`src/design/stick_to_velocity_reference_defines.svh`:
```
// ----------------------------------------------------------------------------
// Stick-to-velocity reference: assertion macros
// Shared concurrent assertion forms, clocked on clk, disabled in reset.
// ----------------------------------------------------------------------------
`ifndef STICK_TO_VELOCITY_REFERENCE_DEFINES_SVH
`define STICK_TO_VELOCITY_REFERENCE_DEFINES_SVH

// same-cycle implication
`define STV_ASSERT_IMP(label, ante, cons, msg) \
  label: assert property (@(posedge clk) disable iff (!rst_n) (ante) |-> (cons)) \
    else $error(msg);

// next-cycle implication
`define STV_ASSERT_NXT(label, ante, cons, msg) \
  label: assert property (@(posedge clk) disable iff (!rst_n) (ante) |=> (cons)) \
    else $error(msg);

`endif

```
`src/design/stv_pkg.sv`:
```
// ----------------------------------------------------------------------------
// stv_pkg
// Types and constants shared by the stick-to-velocity reference block.
// ----------------------------------------------------------------------------
`timescale 1ns / 1ps

package stv_pkg;

  localparam int ATAN_N     = 24;
  localparam int ATAN_IDX_W = 5;

  // atan(2^-i) as a 32-bit binary angle
  localparam logic [31:0] ATAN_TABLE [ATAN_N] = '{
    32'h20000000, 32'h12E4051D, 32'h09FB385B, 32'h051111D4, 32'h028B0D43, 32'h0145D7E1,
    32'h00A2F61E, 32'h00517C55, 32'h0028BE53, 32'h00145F2E, 32'h000A2F98, 32'h000517CC,
    32'h00028BE6, 32'h000145F3, 32'h0000A2F9, 32'h0000517C, 32'h000028BE, 32'h0000145F,
    32'h00000A2F, 32'h00000517, 32'h0000028B, 32'h00000145, 32'h000000A2, 32'h00000051
  };

  // CORDIC start x: gain-compensated unit, Q2.30
  localparam logic [31:0] CORDIC_X0 = 32'd652032874;

  localparam int ACC_W = 50;

  localparam logic [1:0] REG_HSPEED = 2'd0;
  localparam logic [1:0] REG_VSPEED = 2'd1;
  localparam logic [1:0] REG_TURN   = 2'd2;
  localparam logic [1:0] REG_MODE   = 2'd3;

  localparam logic ACT_COMPUTE = 1'b0;
  localparam logic ACT_FORGET  = 1'b1;

  typedef struct packed {
    logic signed [15:0] cos_v;
    logic signed [15:0] sin_v;
  } cs_t;

  typedef enum logic [1:0] {
    C_IDLE,
    C_ITER,
    C_OUT
  } cordic_state_t;

  typedef enum logic [4:0] {
    ST_IDLE,
    ST_ROT,
    ST_VX0,
    ST_VX1,
    ST_VX2,
    ST_VX3,
    ST_VY0,
    ST_VY1,
    ST_VY2,
    ST_VY3,
    ST_VZ,
    ST_YAW0,
    ST_RATE,
    ST_HD0,
    ST_HD1,
    ST_HD2,
    ST_QUAT,
    ST_DONE
  } stv_state_t;

  typedef enum logic [1:0] {
    MAC_HOLD,
    MAC_CLR,
    MAC_ADD,
    MAC_SUB
  } mac_op_t;

endpackage

```
`src/design/stv_cordic.sv`:
```
// ----------------------------------------------------------------------------
// stv_cordic
// Iterative CORDIC rotator: cosine and sine of a 32-bit binary angle, Q1.15,
// one micro-rotation per cycle with a shared shifter and adder set.
// ----------------------------------------------------------------------------
`timescale 1ns / 1ps
`include "stick_to_velocity_reference_defines.svh"

module stv_cordic #(
  parameter int STEPS = 16
) (
  input  logic         clk,
  input  logic         rst_n,
  input  logic         start,
  input  logic [31:0]  angle,
  output logic         done,
  output stv_pkg::cs_t res
);
  import stv_pkg::*;

  localparam int NSTEP = (STEPS < ATAN_N) ? STEPS : ATAN_N;
  localparam int XW    = 34;
  localparam logic signed [XW-1:0] X0   = XW'(signed'({1'b0, CORDIC_X0}));
  localparam logic signed [XW-1:0] HALF = XW'(64'sd1073741824);
  localparam logic signed [XW-1:0] FULL = XW'(64'sd2147483648);
  localparam logic signed [XW-1:0] RND  = XW'(64'sd16384);
  localparam logic signed [XW-1:0] SMAX = XW'(64'sd32767);
  localparam logic signed [XW-1:0] SMIN = -XW'(64'sd32768);

  cordic_state_t          state_r, state_nxt;
  logic [ATAN_IDX_W-1:0]  cnt_r, cnt_nxt;
  logic signed [XW-1:0]   x_r, x_nxt, y_r, y_nxt, z_r, z_nxt;
  logic                   neg_r, neg_nxt;
  logic                   done_r, done_nxt;
  cs_t                    res_r, res_nxt;

  logic signed [XW-1:0]   xs, ys, at, z0, xf, yf, xrnd, yrnd;

  function automatic logic signed [15:0] sat16(input logic signed [XW-1:0] v);
    logic signed [15:0] r;
    if (v > SMAX) begin
      r = 16'sh7FFF;
    end else if (v < SMIN) begin
      r = 16'sh8000;
    end else begin
      r = v[15:0];
    end
    return r;
  endfunction

  always_comb begin
    state_nxt = state_r;
    cnt_nxt   = cnt_r;
    x_nxt     = x_r;
    y_nxt     = y_r;
    z_nxt     = z_r;
    neg_nxt   = neg_r;
    done_nxt  = 1'b0;
    res_nxt   = res_r;
    xs        = x_r >>> cnt_r;
    ys        = y_r >>> cnt_r;
    at        = XW'(signed'({1'b0, ATAN_TABLE[cnt_r]}));
    z0        = XW'(signed'(angle));
    xf        = neg_r ? -x_r : x_r;
    yf        = neg_r ? -y_r : y_r;
    xrnd      = (xf + RND) >>> 15;
    yrnd      = (yf + RND) >>> 15;
    case (state_r)
      C_IDLE: begin
        if (start) begin
          x_nxt   = X0;
          y_nxt   = '0;
          cnt_nxt = '0;
          // fold into the right half plane
          if (z0 > HALF) begin
            z_nxt   = z0 - FULL;
            neg_nxt = 1'b1;
          end else if (z0 < -HALF) begin
            z_nxt   = z0 + FULL;
            neg_nxt = 1'b1;
          end else begin
            z_nxt   = z0;
            neg_nxt = 1'b0;
          end
          state_nxt = C_ITER;
        end
      end
      C_ITER: begin
        if (!z_r[XW-1]) begin
          x_nxt = x_r - ys;
          y_nxt = y_r + xs;
          z_nxt = z_r - at;
        end else begin
          x_nxt = x_r + ys;
          y_nxt = y_r - xs;
          z_nxt = z_r + at;
        end
        if (cnt_r == ATAN_IDX_W'(NSTEP - 1)) begin
          state_nxt = C_OUT;
        end else begin
          cnt_nxt = cnt_r + 1'b1;
        end
      end
      C_OUT: begin
        res_nxt.cos_v = sat16(xrnd);
        res_nxt.sin_v = sat16(yrnd);
        done_nxt      = 1'b1;
        state_nxt     = C_IDLE;
      end
      default: begin
        state_nxt = C_IDLE;
      end
    endcase
  end

  always_ff @(posedge clk) begin
    if (!rst_n) begin
      state_r <= C_IDLE;
      cnt_r   <= '0;
      done_r  <= 1'b0;
    end else begin
      state_r <= state_nxt;
      cnt_r   <= cnt_nxt;
      done_r  <= done_nxt;
    end
  end

  always_ff @(posedge clk) begin
    x_r   <= x_nxt;
    y_r   <= y_nxt;
    z_r   <= z_nxt;
    neg_r <= neg_nxt;
    res_r <= res_nxt;
  end

  assign done = done_r;
  assign res  = res_r;

  `STV_ASSERT_IMP(a_start_idle, start, state_r == C_IDLE, "cordic started while busy")
  `STV_ASSERT_IMP(a_done_idle, done_r, state_r == C_IDLE, "cordic done outside idle")
  `STV_ASSERT_IMP(a_cnt_range, state_r == C_ITER, cnt_r < ATAN_IDX_W'(NSTEP), "step count overrun")

endmodule

```
`src/design/stick_to_velocity_reference.sv`:
```
// ----------------------------------------------------------------------------
// stick_to_velocity_reference
// Sequence: rate mode runs one CORDIC rotation, then the MAC steps to out_valid;
// attitude mode adds heading integration (two CORDIC runs, one step a cycle).
// Throughput: one item at a time; in_stall is high from accept until the
// result is handed to the output register. A forget item is taken without leaving idle.
// Reset (synchronous, rst_n low): registers to defaults, heading reference
// unseeded, output empty.
// Rotates the right stick by heading, scales sticks by the speed limits and
// keeps an integrated heading reference in attitude mode, using one shared 17x17 MAC.
// ----------------------------------------------------------------------------
`timescale 1ns / 1ps
`include "stick_to_velocity_reference_defines.svh"

module stick_to_velocity_reference #(
  parameter int CORDIC_STEPS = 16
) (
  input  logic               clk,
  input  logic               rst_n,
  input  logic               in_valid,
  output logic               in_stall,
  input  logic               in_action,
  input  logic signed [15:0] in_left_x,
  input  logic signed [15:0] in_left_y,
  input  logic signed [15:0] in_right_x,
  input  logic signed [15:0] in_right_y,
  input  logic [15:0]        in_heading,
  input  logic [15:0]        in_time_step,
  output logic               out_valid,
  input  logic               out_stall,
  output logic signed [15:0] out_vel_x,
  output logic signed [15:0] out_vel_y,
  output logic signed [15:0] out_vel_z,
  output logic signed [16:0] out_yaw_rate,
  output logic signed [15:0] out_quat_z,
  output logic signed [15:0] out_quat_w,
  output logic               out_orient_mode,
  input  logic               psel,
  input  logic               penable,
  input  logic               pwrite,
  input  logic [3:0]         paddr,
  input  logic [31:0]        pwdata,
  output logic [31:0]        prdata,
  output logic               pready
);
  import stv_pkg::*;

  localparam logic signed [ACC_W-1:0] RND30 = ACC_W'(64'sd536870912);
  localparam logic signed [ACC_W-1:0] RND15 = ACC_W'(64'sd16384);
  localparam logic signed [ACC_W-1:0] S16_MAX = ACC_W'(64'sd32767);
  localparam logic signed [ACC_W-1:0] S16_MIN = -ACC_W'(64'sd32768);
  localparam logic signed [ACC_W-1:0] S17_MAX = ACC_W'(64'sd65535);
  localparam logic signed [ACC_W-1:0] S17_MIN = -ACC_W'(64'sd65535);

  stv_state_t state_r, state_nxt;

  logic [15:0] hspd_r, vspd_r, turn_r;
  logic        rmode_r;
  logic [31:0] tgt_r;
  logic        tgt_vld_r;

  logic signed [15:0] lx_r, ly_r, rx_r, ry_r;
  logic [15:0]        dt_r;
  logic signed [15:0] c_r, s_r;
  logic signed [ACC_W-1:0] acc_r, acc_nxt;
  logic [32:0]        sum_r;

  logic signed [15:0] vx_w_r, vy_w_r, vz_w_r, qz_w_r, qw_w_r;
  logic signed [16:0] rate_w_r;

  logic               out_valid_r;
  logic signed [15:0] out_vx_r, out_vy_r, out_vz_r, out_qz_r, out_qw_r;
  logic signed [16:0] out_yaw_r;
  logic               out_mode_r;

  logic        accept, cfg_wr;
  logic        cs_start, cs_done;
  logic [31:0] cs_angle;
  cs_t         cs_res;

  mac_op_t            mac_op;
  logic signed [16:0] mac_a, mac_b;
  logic               mac_sh;
  logic               sum_ld, out_ld;
  logic signed [33:0] prod;
  logic signed [ACC_W-1:0] prod_ext, prod_sh, r30, r15;
  logic [31:0]        tgt_sum;

  function automatic logic signed [15:0] sat16(input logic signed [ACC_W-1:0] v);
    logic signed [15:0] r;
    if (v > S16_MAX) begin
      r = 16'sh7FFF;
    end else if (v < S16_MIN) begin
      r = 16'sh8000;
    end else begin
      r = v[15:0];
    end
    return r;
  endfunction

  function automatic logic signed [16:0] sat17(input logic signed [ACC_W-1:0] v);
    logic signed [16:0] r;
    if (v > S17_MAX) begin
      r = 17'sh0FFFF;
    end else if (v < S17_MIN) begin
      r = 17'sh10001;
    end else begin
      r = v[16:0];
    end
    return r;
  endfunction

  stv_cordic #(
    .STEPS (CORDIC_STEPS)
  ) u_cordic (
    .clk   (clk),
    .rst_n (rst_n),
    .start (cs_start),
    .angle (cs_angle),
    .done  (cs_done),
    .res   (cs_res)
  );

  // shared MAC
  assign prod     = mac_a * mac_b;
  assign prod_ext = ACC_W'(prod);
  assign prod_sh  = mac_sh ? (prod_ext <<< 16) : prod_ext;
  assign r30      = (acc_r + RND30) >>> 30;
  assign r15      = (acc_r + RND15) >>> 15;
  assign tgt_sum  = tgt_r + r15[31:0];

  always_comb begin
    case (mac_op)
      MAC_CLR: acc_nxt = prod_sh;
      MAC_ADD: acc_nxt = acc_r + prod_sh;
      MAC_SUB: acc_nxt = acc_r - prod_sh;
      default: acc_nxt = acc_r;
    endcase
  end

  assign accept = in_valid && !in_stall;
  assign cfg_wr = psel && penable && pwrite && pready;

  always_comb begin
    state_nxt = state_r;
    in_stall  = 1'b1;
    cs_start  = 1'b0;
    cs_angle  = {in_heading, 16'h0000};
    mac_op    = MAC_HOLD;
    mac_a     = '0;
    mac_b     = '0;
    mac_sh    = 1'b0;
    sum_ld    = 1'b0;
    out_ld    = 1'b0;
    case (state_r)
      ST_IDLE: begin
        in_stall = 1'b0;
        if (in_valid && in_action == ACT_COMPUTE) begin
          cs_start  = 1'b1;
          state_nxt = ST_ROT;
        end
      end
      ST_ROT: begin
        if (cs_done) begin
          state_nxt = ST_VX0;
        end
      end
      ST_VX0: begin
        mac_op = MAC_CLR; mac_a = {c_r[15], c_r}; mac_b = {ry_r[15], ry_r};
        state_nxt = ST_VX1;
      end
      ST_VX1: begin
        mac_op = MAC_ADD; mac_a = {s_r[15], s_r}; mac_b = {rx_r[15], rx_r};
        state_nxt = ST_VX2;
      end
      ST_VX2: begin
        mac_op = MAC_CLR; mac_a = {1'b0, hspd_r}; mac_b = {1'b0, acc_r[15:0]};
        sum_ld = 1'b1;
        state_nxt = ST_VX3;
      end
      ST_VX3: begin
        mac_op = MAC_ADD; mac_a = {1'b0, hspd_r}; mac_b = sum_r[32:16]; mac_sh = 1'b1;
        state_nxt = ST_VY0;
      end
      ST_VY0: begin
        mac_op = MAC_CLR; mac_a = {s_r[15], s_r}; mac_b = {ry_r[15], ry_r};
        state_nxt = ST_VY1;
      end
      ST_VY1: begin
        mac_op = MAC_SUB; mac_a = {c_r[15], c_r}; mac_b = {rx_r[15], rx_r};
        state_nxt = ST_VY2;
      end
      ST_VY2: begin
        mac_op = MAC_CLR; mac_a = {1'b0, hspd_r}; mac_b = {1'b0, acc_r[15:0]};
        sum_ld = 1'b1;
        state_nxt = ST_VY3;
      end
      ST_VY3: begin
        mac_op = MAC_ADD; mac_a = {1'b0, hspd_r}; mac_b = sum_r[32:16]; mac_sh = 1'b1;
        state_nxt = ST_VZ;
      end
      ST_VZ: begin
        mac_op = MAC_CLR; mac_a = {1'b0, vspd_r}; mac_b = {ly_r[15], ly_r};
        state_nxt = ST_YAW0;
      end
      ST_YAW0: begin
        mac_op = MAC_CLR; mac_a = {1'b0, turn_r}; mac_b = -{lx_r[15], lx_r};
        state_nxt = rmode_r ? ST_RATE : ST_HD0;
      end
      ST_RATE: begin
        state_nxt = ST_DONE;
      end
      ST_HD0: begin
        mac_op = MAC_CLR; mac_a = {1'b0, dt_r}; mac_b = {1'b0, acc_r[15:0]};
        sum_ld = 1'b1;
        state_nxt = ST_HD1;
      end
      ST_HD1: begin
        mac_op = MAC_ADD; mac_a = {1'b0, dt_r}; mac_b = sum_r[32:16]; mac_sh = 1'b1;
        state_nxt = ST_HD2;
      end
      ST_HD2: begin
        cs_start  = 1'b1;
        cs_angle  = {1'b0, tgt_sum[31:1]};
        state_nxt = ST_QUAT;
      end
      ST_QUAT: begin
        if (cs_done) begin
          state_nxt = ST_DONE;
        end
      end
      ST_DONE: begin
        if (!out_valid_r || !out_stall) begin
          out_ld    = 1'b1;
          state_nxt = ST_IDLE;
        end
      end
      default: begin
        state_nxt = ST_IDLE;
      end
    endcase
  end

  always_ff @(posedge clk) begin
    if (!rst_n) begin
      state_r     <= ST_IDLE;
      hspd_r      <= 16'd256;
      vspd_r      <= 16'd256;
      turn_r      <= 16'd8192;
      rmode_r     <= 1'b0;
      tgt_r       <= '0;
      tgt_vld_r   <= 1'b0;
      out_valid_r <= 1'b0;
    end else begin
      state_r <= state_nxt;
      if (cfg_wr) begin
        case (paddr[3:2])
          REG_HSPEED: hspd_r  <= pwdata[15:0];
          REG_VSPEED: vspd_r  <= pwdata[15:0];
          REG_TURN:   turn_r  <= pwdata[15:0];
          REG_MODE:   rmode_r <= pwdata[0];
          default:    ;
        endcase
      end
      if (accept) begin
        if (in_action == ACT_FORGET) begin
          tgt_vld_r <= 1'b0;
        end else if (!tgt_vld_r) begin
          tgt_r     <= {in_heading, 16'h0000};
          tgt_vld_r <= 1'b1;
        end
      end
      if (state_r == ST_HD2) begin
        tgt_r <= tgt_sum;
      end
      if (out_ld) begin
        out_valid_r <= 1'b1;
      end else if (!out_stall) begin
        out_valid_r <= 1'b0;
      end
    end
  end

  always_ff @(posedge clk) begin
    if (accept) begin
      lx_r <= in_left_x;
      ly_r <= in_left_y;
      rx_r <= in_right_x;
      ry_r <= in_right_y;
      dt_r <= in_time_step;
    end
    if (state_r == ST_ROT && cs_done) begin
      c_r <= cs_res.cos_v;
      s_r <= cs_res.sin_v;
    end
    if (state_r == ST_QUAT && cs_done) begin
      qw_w_r <= cs_res.cos_v;
      qz_w_r <= cs_res.sin_v;
    end
    acc_r <= acc_nxt;
    if (sum_ld) begin
      sum_r <= acc_r[32:0];
    end
    if (state_r == ST_VY0) begin
      vx_w_r <= sat16(r30);
    end
    if (state_r == ST_VZ) begin
      vy_w_r <= sat16(r30);
    end
    if (state_r == ST_YAW0) begin
      vz_w_r <= sat16(r15);
    end
    if (state_r == ST_RATE) begin
      rate_w_r <= sat17(r15);
    end
    if (out_ld) begin
      out_vx_r   <= vx_w_r;
      out_vy_r   <= vy_w_r;
      out_vz_r   <= vz_w_r;
      out_yaw_r  <= rmode_r ? rate_w_r : '0;
      out_qz_r   <= rmode_r ? '0 : qz_w_r;
      out_qw_r   <= rmode_r ? '0 : qw_w_r;
      out_mode_r <= ~rmode_r;
    end
  end

  always_comb begin
    case (paddr[3:2])
      REG_HSPEED: prdata = {16'h0000, hspd_r};
      REG_VSPEED: prdata = {16'h0000, vspd_r};
      REG_TURN:   prdata = {16'h0000, turn_r};
      REG_MODE:   prdata = {31'h00000000, rmode_r};
      default:    prdata = '0;
    endcase
  end

  assign pready          = 1'b1;
  assign out_valid       = out_valid_r;
  assign out_vel_x       = out_vx_r;
  assign out_vel_y       = out_vy_r;
  assign out_vel_z       = out_vz_r;
  assign out_yaw_rate    = out_yaw_r;
  assign out_quat_z      = out_qz_r;
  assign out_quat_w      = out_qw_r;
  assign out_orient_mode = out_mode_r;

  `STV_ASSERT_IMP(a_cs_done_wait, cs_done, state_r == ST_ROT || state_r == ST_QUAT, "stray cordic done")
  `STV_ASSERT_IMP(a_done_seeded, state_r == ST_DONE, tgt_vld_r, "result with unseeded reference")
  `STV_ASSERT_IMP(a_att_no_rate, out_valid && out_orient_mode, out_yaw_rate == '0, "yaw rate in attitude mode")
  `STV_ASSERT_IMP(a_rate_no_quat, out_valid && !out_orient_mode, out_quat_z == '0 && out_quat_w == '0, "quaternion in rate mode")

endmodule
```
`config.mk`:
```
export PLATFORM = sky130hd
export DESIGN_NAME = stick_to_velocity_reference
export DESIGN_NICKNAME = d
export VERILOG_FILES = /design/src/design/stv_pkg.sv /design/src/design/stv_cordic.sv /design/src/design/stick_to_velocity_reference.sv
export VERILOG_INCLUDE_DIRS = /design/src /design/src/design
export SDC_FILE = /design/constraint.sdc
export NUM_CORES = 2
export LEC_CHECK = 0
export BUFFER_PORTS_ARGS = -buffer_cell sky130_fd_sc_hd__buf_2
export CORE_ASPECT_RATIO = 0.5
export CORE_MARGIN = 2
export CORE_UTILIZATION = 45
export DETAILED_ROUTE_END_ITERATION = 10
export PLACE_DENSITY = 0.63
export SLEW_MARGIN = 20
export SYNTH_ARGS = -nofsm -noshare
export SYNTH_HDL_FRONTEND = slang
export SYNTH_SLANG_ARGS = --single-unit
```
`constraint.sdc`:
```
create_clock -name clk -period 13.7 [get_ports clk]
set_input_delay 2.74 -clock clk [delete_from_list [all_inputs] [get_ports clk]]
set_output_delay 2.74 -clock clk [all_outputs]
set_load 0.005 [all_outputs]
```
# Yosys cells after proc, flatten, opt, wreduce, memory -nomap -nowiden
# Memories as Yosys holds them, arrays and structs flattened.
# Index checks and enable logic that the tools add are counted.
dict set report word_totals {
  reg_bits 621
  mem_bits_ro 1024
  out_inout_bits 133
  wordCells 207
  mem_count 1
}
dict set report classes {
  n_addsub 19
  n_mul 1
  order_cmp 13
  eq_ne 36
  shift 2
  muxes 56
  bitwise_logic 3
  n_reduce_logical 36
}
# name words width read_ports rd_ports_with_merged_regs write_ports line
set mem_list {}
lappend mem_list {{(no name shown)} 32 32 1 0 0 stv_cordic.sv:62} ;# at = XW'(signed'({1'b0, ATAN_TABLE[cnt_r]}));
# cell n
set op_table {}
lappend op_table {{$mux 34} 10}
lappend op_table {{$mux 32} 7}
lappend op_table {{$pmux 17 s6} 2}
lappend op_table {{$pmux 34 s2} 3}
lappend op_table {{$pmux 50 s3} 1}
lappend op_table {{$pmux 32 s4} 1}
lappend op_table {{$pmux 5 s18} 1}
lappend op_table {{$mux 16} 5}
lappend op_table {{$add 34x16->34 const B} 2}
lappend op_table {{$add 34x34->34} 2}
lappend op_table {{$neg 34->34} 2}
lappend op_table {{$sshr 34x5->34} 2}
lappend op_table {{$sub 34x34->34} 2}
lappend op_table {{$add 50x16->50 const B} 1}
lappend op_table {{$add 50x31->50 const B} 1}
lappend op_table {{$add 50x50->50} 1}
lappend op_table {{$sub 50x50->50} 1}
lappend op_table {{$mux 49} 1}
lappend op_table {{$eq 5x4->1 const B} 9}
lappend op_table {{$gt 19x16->1 const B} 2}
lappend op_table {{$lt 19x16->1 const B} 2}
lappend op_table {{$gt 35x16->1 const B} 1}
lappend op_table {{$gt 35x17->1 const B} 1}
lappend op_table {{$lt 35x16->1 const B} 1}
lappend op_table {{other kinds (46)} 105}

# Depth between registers and ports, before layout
dict set report depth {
  ltp_word 8
  depth_mapped 52
}

# By module
# A second synthesis with hierarchy kept.
dict set report unflattened {
  hier_cells 6084
  hier_area_um2 55971.2
}
# mod n_inst cells_per_inst area_per_inst_um2
set modules_own_cells {}
lappend modules_own_cells {stick_to_velocity_reference 1 3758 36379.9}
lappend modules_own_cells {stv_cordic 1 2326 19591.3}

# Least setup slack after synthesis
# No wires, ideal clock.
dict set report synth_path {
  path_kind {reg-to-reg}
  from {reg state_r[0]}
  to {reg acc_r[49] (data pin)}
  t_arrival_ps 11727
  slack_ps 1716
  stages_incl_launch_ff 51
  path_buffers 8
  period_less_slack_ps 11984
  cell_sequence {dfxtp_1 buf_2 nand2b_1 or2_1 a31oi_2 clkbuf_1 clkbuf_1 buf_2 buf_1 buf_1 nand2_1 nand3_1 clkbuf_1 nand2_1 fa_1 inv_1 fa_1 inv_1 [15 not listed] or3b_1 or3_4 nor2b_4 nor2_1 xor2_1 ha_1 clkbuf_1 nand2_1 nand2_1 a21o_1 a2111o_1 nor2b_1 a21oi_1 o2111a_1 or3_1 and3_1 o21ai_1 xnor2_1}
}
dict set report synth_between {
  elab_chain_cells 7
}
# element line
set synth_lines {}
lappend synth_lines {{start, declared} stick_to_velocity_reference.sv:55} ;# stv_state_t state_r, state_nxt;
lappend synth_lines {{start signal, assigned} stick_to_velocity_reference.sv:255} ;# state_r <= state_nxt;
lappend synth_lines {{$eq 5x4->1 (tied with other cells)} stick_to_velocity_reference.sv:155} ;# case (state_r)
lappend synth_lines {{$reduce_or 4->1 (no line) (tied with other cells)} n/a}
lappend synth_lines {{$pmux 17 s6} stick_to_velocity_reference.sv:155}
lappend synth_lines {{$mul 17x17->34} stick_to_velocity_reference.sv:125} ;# assign prod = mac_a * mac_b;
lappend synth_lines {{$mux 49} stick_to_velocity_reference.sv:127} ;# assign prod_sh = mac_sh ? (prod_ext <<< 16) : prod_ext;
lappend synth_lines {{$sub 50x50->50 / $add 50x50->50 (equally long branches)} {stick_to_velocity_reference.sv:136, stick_to_velocity_reference.sv:135}}
lappend synth_lines {{$pmux 50 s3 (*)} stick_to_velocity_reference.sv:133} ;# case (mac_op)
lappend synth_lines {{named net acc_nxt[49]} stick_to_velocity_reference.sv:65} ;# logic signed [ACC_W-1:0] acc_r, acc_nxt;
lappend synth_lines {{end signal, assigned} stick_to_velocity_reference.sv:300} ;# acc_r <= acc_nxt;
lappend synth_lines {{end, declared} stick_to_velocity_reference.sv:65}
# Mark *: on every way through the listed nets, which the timed path passes. The rest lies on a longest branch.
# A chain may end at the register's enable or synchronous reset.

# Final worst setup path
dict set report layout_path {
  from {reg state_r[3]}
  to {reg acc_r[49] (data pin)}
}
# Same word-level chain as after synthesis.

==> metrics.csv <==
metric,value,unit
"FF+latch count, synth",605,
fraction of registers with async set or reset after synthesis,0,%
max incr delay on CP,0.73,ns
placement row count,90,
worst slew pin tran,1.03,ns
Fin Clk Skew,0.0233,ns
Slew Limit Headroom,30.5,%
wire per inst,21.7,um
total power per unit cell area,197,nW/um^2
"commonest non-fill, non-tap cell in the layout",nand2_1,
post-cts hold buffer count,0,
CP endpoint kind,flip-flop,
Worst Setup Start Kind,flip-flop,
largest net degree at the start of global routing,82,
max-slew violations,0,
gr usage total,26.0,%
Sink Count,605,
Reg power frac,22.9,%
first-pass GRT wire length,253000,um
outcome,completed,
fmax,77.8,MHz
Max rail drop VDD,177,uV
Core ar.,120000,sq um
Syn. warnings,0,
Comb power frac,62.2,%
register area share after synthesis,31.6,%
routed vias/inst,5.93,
worst setup path class,flip-flop to flip-flop,
die area,124000,sq um
"Clk Latency, worst-skew pair",0.67,ns
layout net count,6624,
HPWL Detailed,127000,um
Setup Buffers After CTS,0,
cell mode on critical path,fa_1,
RePlAce Congestion,0.952,
"commonest cells after routing, fill and taps aside","nand2_1, nor2_1, edfxtp_1",
CTS max path bufs,3,
Cell variety after synth,125,
TritonCTS buffer count,59,
final core occ,49.4,%
Buf/Inv on CP,6,
worst-path fanout max,26,
area grow syn2layout,9.32,%
Tcrit/Tclk final,93.8,%
Switching Share,45.8,%
Switch Pwr,5.36,mW
Hold Path Class,flip-flop to flip-flop,
post_cts resized,0,
initial antenna violation count,14,
Die Y,250,um
vias in the first global route,43200,
Fillers,11200,
Mapped Cells,5788,
ys flop type,edfxtp_1,
share of cells above drive strength 1,12.1,%
"Avg Cell Area, Syn",9.39,sq um
initial core utilization,45.2,%
Root Driver,clkbuf_16,
Routed Antenna Nets,0,
Leak,23.9,nW
H-tree depth,2,
Die Width,496,um
"EDFF count, synth",509,
Overflow after GRT,0,
max_cap viols,0,
final hold vios,0,
number of setup violations in the final report,0,
CTS tree,done,
IO Pins,273,
RSZ-0062 raised after global routing,false,
"Cell Area, Synth",54400,sq um
arrival time worst endpoint,13.27,ns
Tmin final,12.86,ns
DRT iter0 DRCs,4446,
total number of vias,44900,
internal power,6.35,mW
DRC errors left,0,
Clock power frac,14.9,%
drt total wl,165000,um
slowest CP cell,dfxtp_1,
overall power,11.7,mW
"CP delay by family, top",adder cells,
clk slew on worst S/H paths,0.06,ns
IO Port Bufs,237,
required time of the critical path,14.12,ns
first-pass iteration count of the detailed router,7,
setup TNS,0,ns
[metrics by stage]
step / hold WS, ns / cells / setup slack (ns) / instance area [sq um]
after detailed placement: 0.405 / 7451 / 0.938 / 57300
final: 0.420 / 7575 / 0.844 / 59400
after floorplan: 0.400 / 5803 / 1.72 / 54400
after global routing: 0.427 / 7572 / 0.128 / 59400
after CTS: 0.419 / 7563 / 0.908 / 59400
after global placement: 0.403 / 7451 / 1.13 / 57300
[routing by layer]
metal	wire length [um]	global-route usage [%]	part of all wire, %
met3	12000	3.48	7.3
met5	0	0	0
met4	5700	8.68	3.5
met2	75900	41.7	46
met1	71200	36.3	43
[final timing paths]
check | startpoint | slack [ns] | endpoint | cells after the start
worst min register to register | vz_w_r[7]$_SDFFCE_PN1P_ | 0.42 | out_vel_z[7]$_DFFE_PP_ | 0
worst max-delay path | state_r[3]$_SDFFE_PN0P_ | 0.84 | acc_r[49]$_DFFE_PP_ | 43
worst max register to register | state_r[3]$_SDFFE_PN0P_ | 0.84 | acc_r[49]$_DFFE_PP_ | 43
worst min-delay path | vz_w_r[7]$_SDFFCE_PN1P_ | 0.42 | out_vel_z[7]$_DFFE_PP_ | 0
[sequential cells by signal, indices dropped and copies added (netlist names), 17 cells and up]
| signal | flops |
|---|---|
| rate_w_r | 17 |
| sum_r | 17 |
| u_cordic.z_r | 34 |
| out_yaw_rate | 17 |
| u_cordic.y_r | 34 |
| u_cordic.x_r | 34 |
| u_cordic.res | 32 |
| acc_r | 50 |
| tgt_r | 32 |
[power groups by stage]
stage / registers [mW] / logic, mW / clock network [mW]
final: 2.68 / 7.28 / 1.75
after global placement: 2.70 / 6.99 / 0
after global routing: 2.70 / 8.00 / 1.84
after CTS: 2.67 / 7.19 / 1.78
after detailed placement: 2.70 / 7.13 / 0
after floorplan: 2.52 / 5.62 / 0
[worst register-to-register path: cells and delay by family, from the launching register on]
family          cells  cell delay (ns)
fa+ha+maj           8             3.88
simple gates       13             3.52
compound gates     14             3.17
buf+inv             6             0.98
flops               1             0.73
xor+xnor            2             0.34
[final cells by class]
| cell class | count | area (sq um) | share of cell area (%) |
|---|---|---|---|
| antenna | 10 | 25.0 | 0.0421 |
| inverter | 472 | 1770 | 2.98 |
| tap | 1610 | 2010 | 3.39 |
| multi-input combinational | 4416 | 34300 | 57.7 |
| timing repair buffer | 350 | 2070 | 3.48 |
| clock inverter | 37 | 420 | 0.707 |
| sequential | 605 | 17200 | 29.0 |
| clock buffer | 75 | 1610 | 2.71 |
[cell families (layout without fill, tap and decap cells)]
group	after synthesis	in the layout	synth area share, %
simple gates	1760	1760	15.3
fa+ha+maj	581	581	17.5
other cells	2	27	0.0138
flops	605	605	31.6
xor+xnor	432	432	7.00
compound gates	1418	1418	16.8
mux	208	208	6.01
buf+inv	782	934	5.72
[synthesized netlist by cell type, types with 66 or more instances]
| cell | n | area (sq um) |
|---|---|---|
| a31oi_1 | 66 | 413 |
| o21ai_0 | 317 | 1590 |
| xor2_1 | 192 | 1680 |
| edfxtp_1 | 509 | 15300 |
| nor2b_1 | 86 | 538 |
| nor2_1 | 538 | 2020 |
| nor3_1 | 94 | 470 |
| nand3_1 | 85 | 425 |
| ha_1 | 278 | 3480 |
| a21o_1 | 112 | 841 |
| xnor2_1 | 237 | 2080 |
| nand2_1 | 558 | 2090 |
| clkbuf_1 | 213 | 800 |
| inv_1 | 464 | 1740 |
| fa_1 | 302 | 6050 |
| mux4_2 | 89 | 2000 |
| mux2i_1 | 72 | 721 |
| a21oi_1 | 419 | 2100 |
| dfxtp_1 | 96 | 1920 |
(Power assumes the default switching activity.)
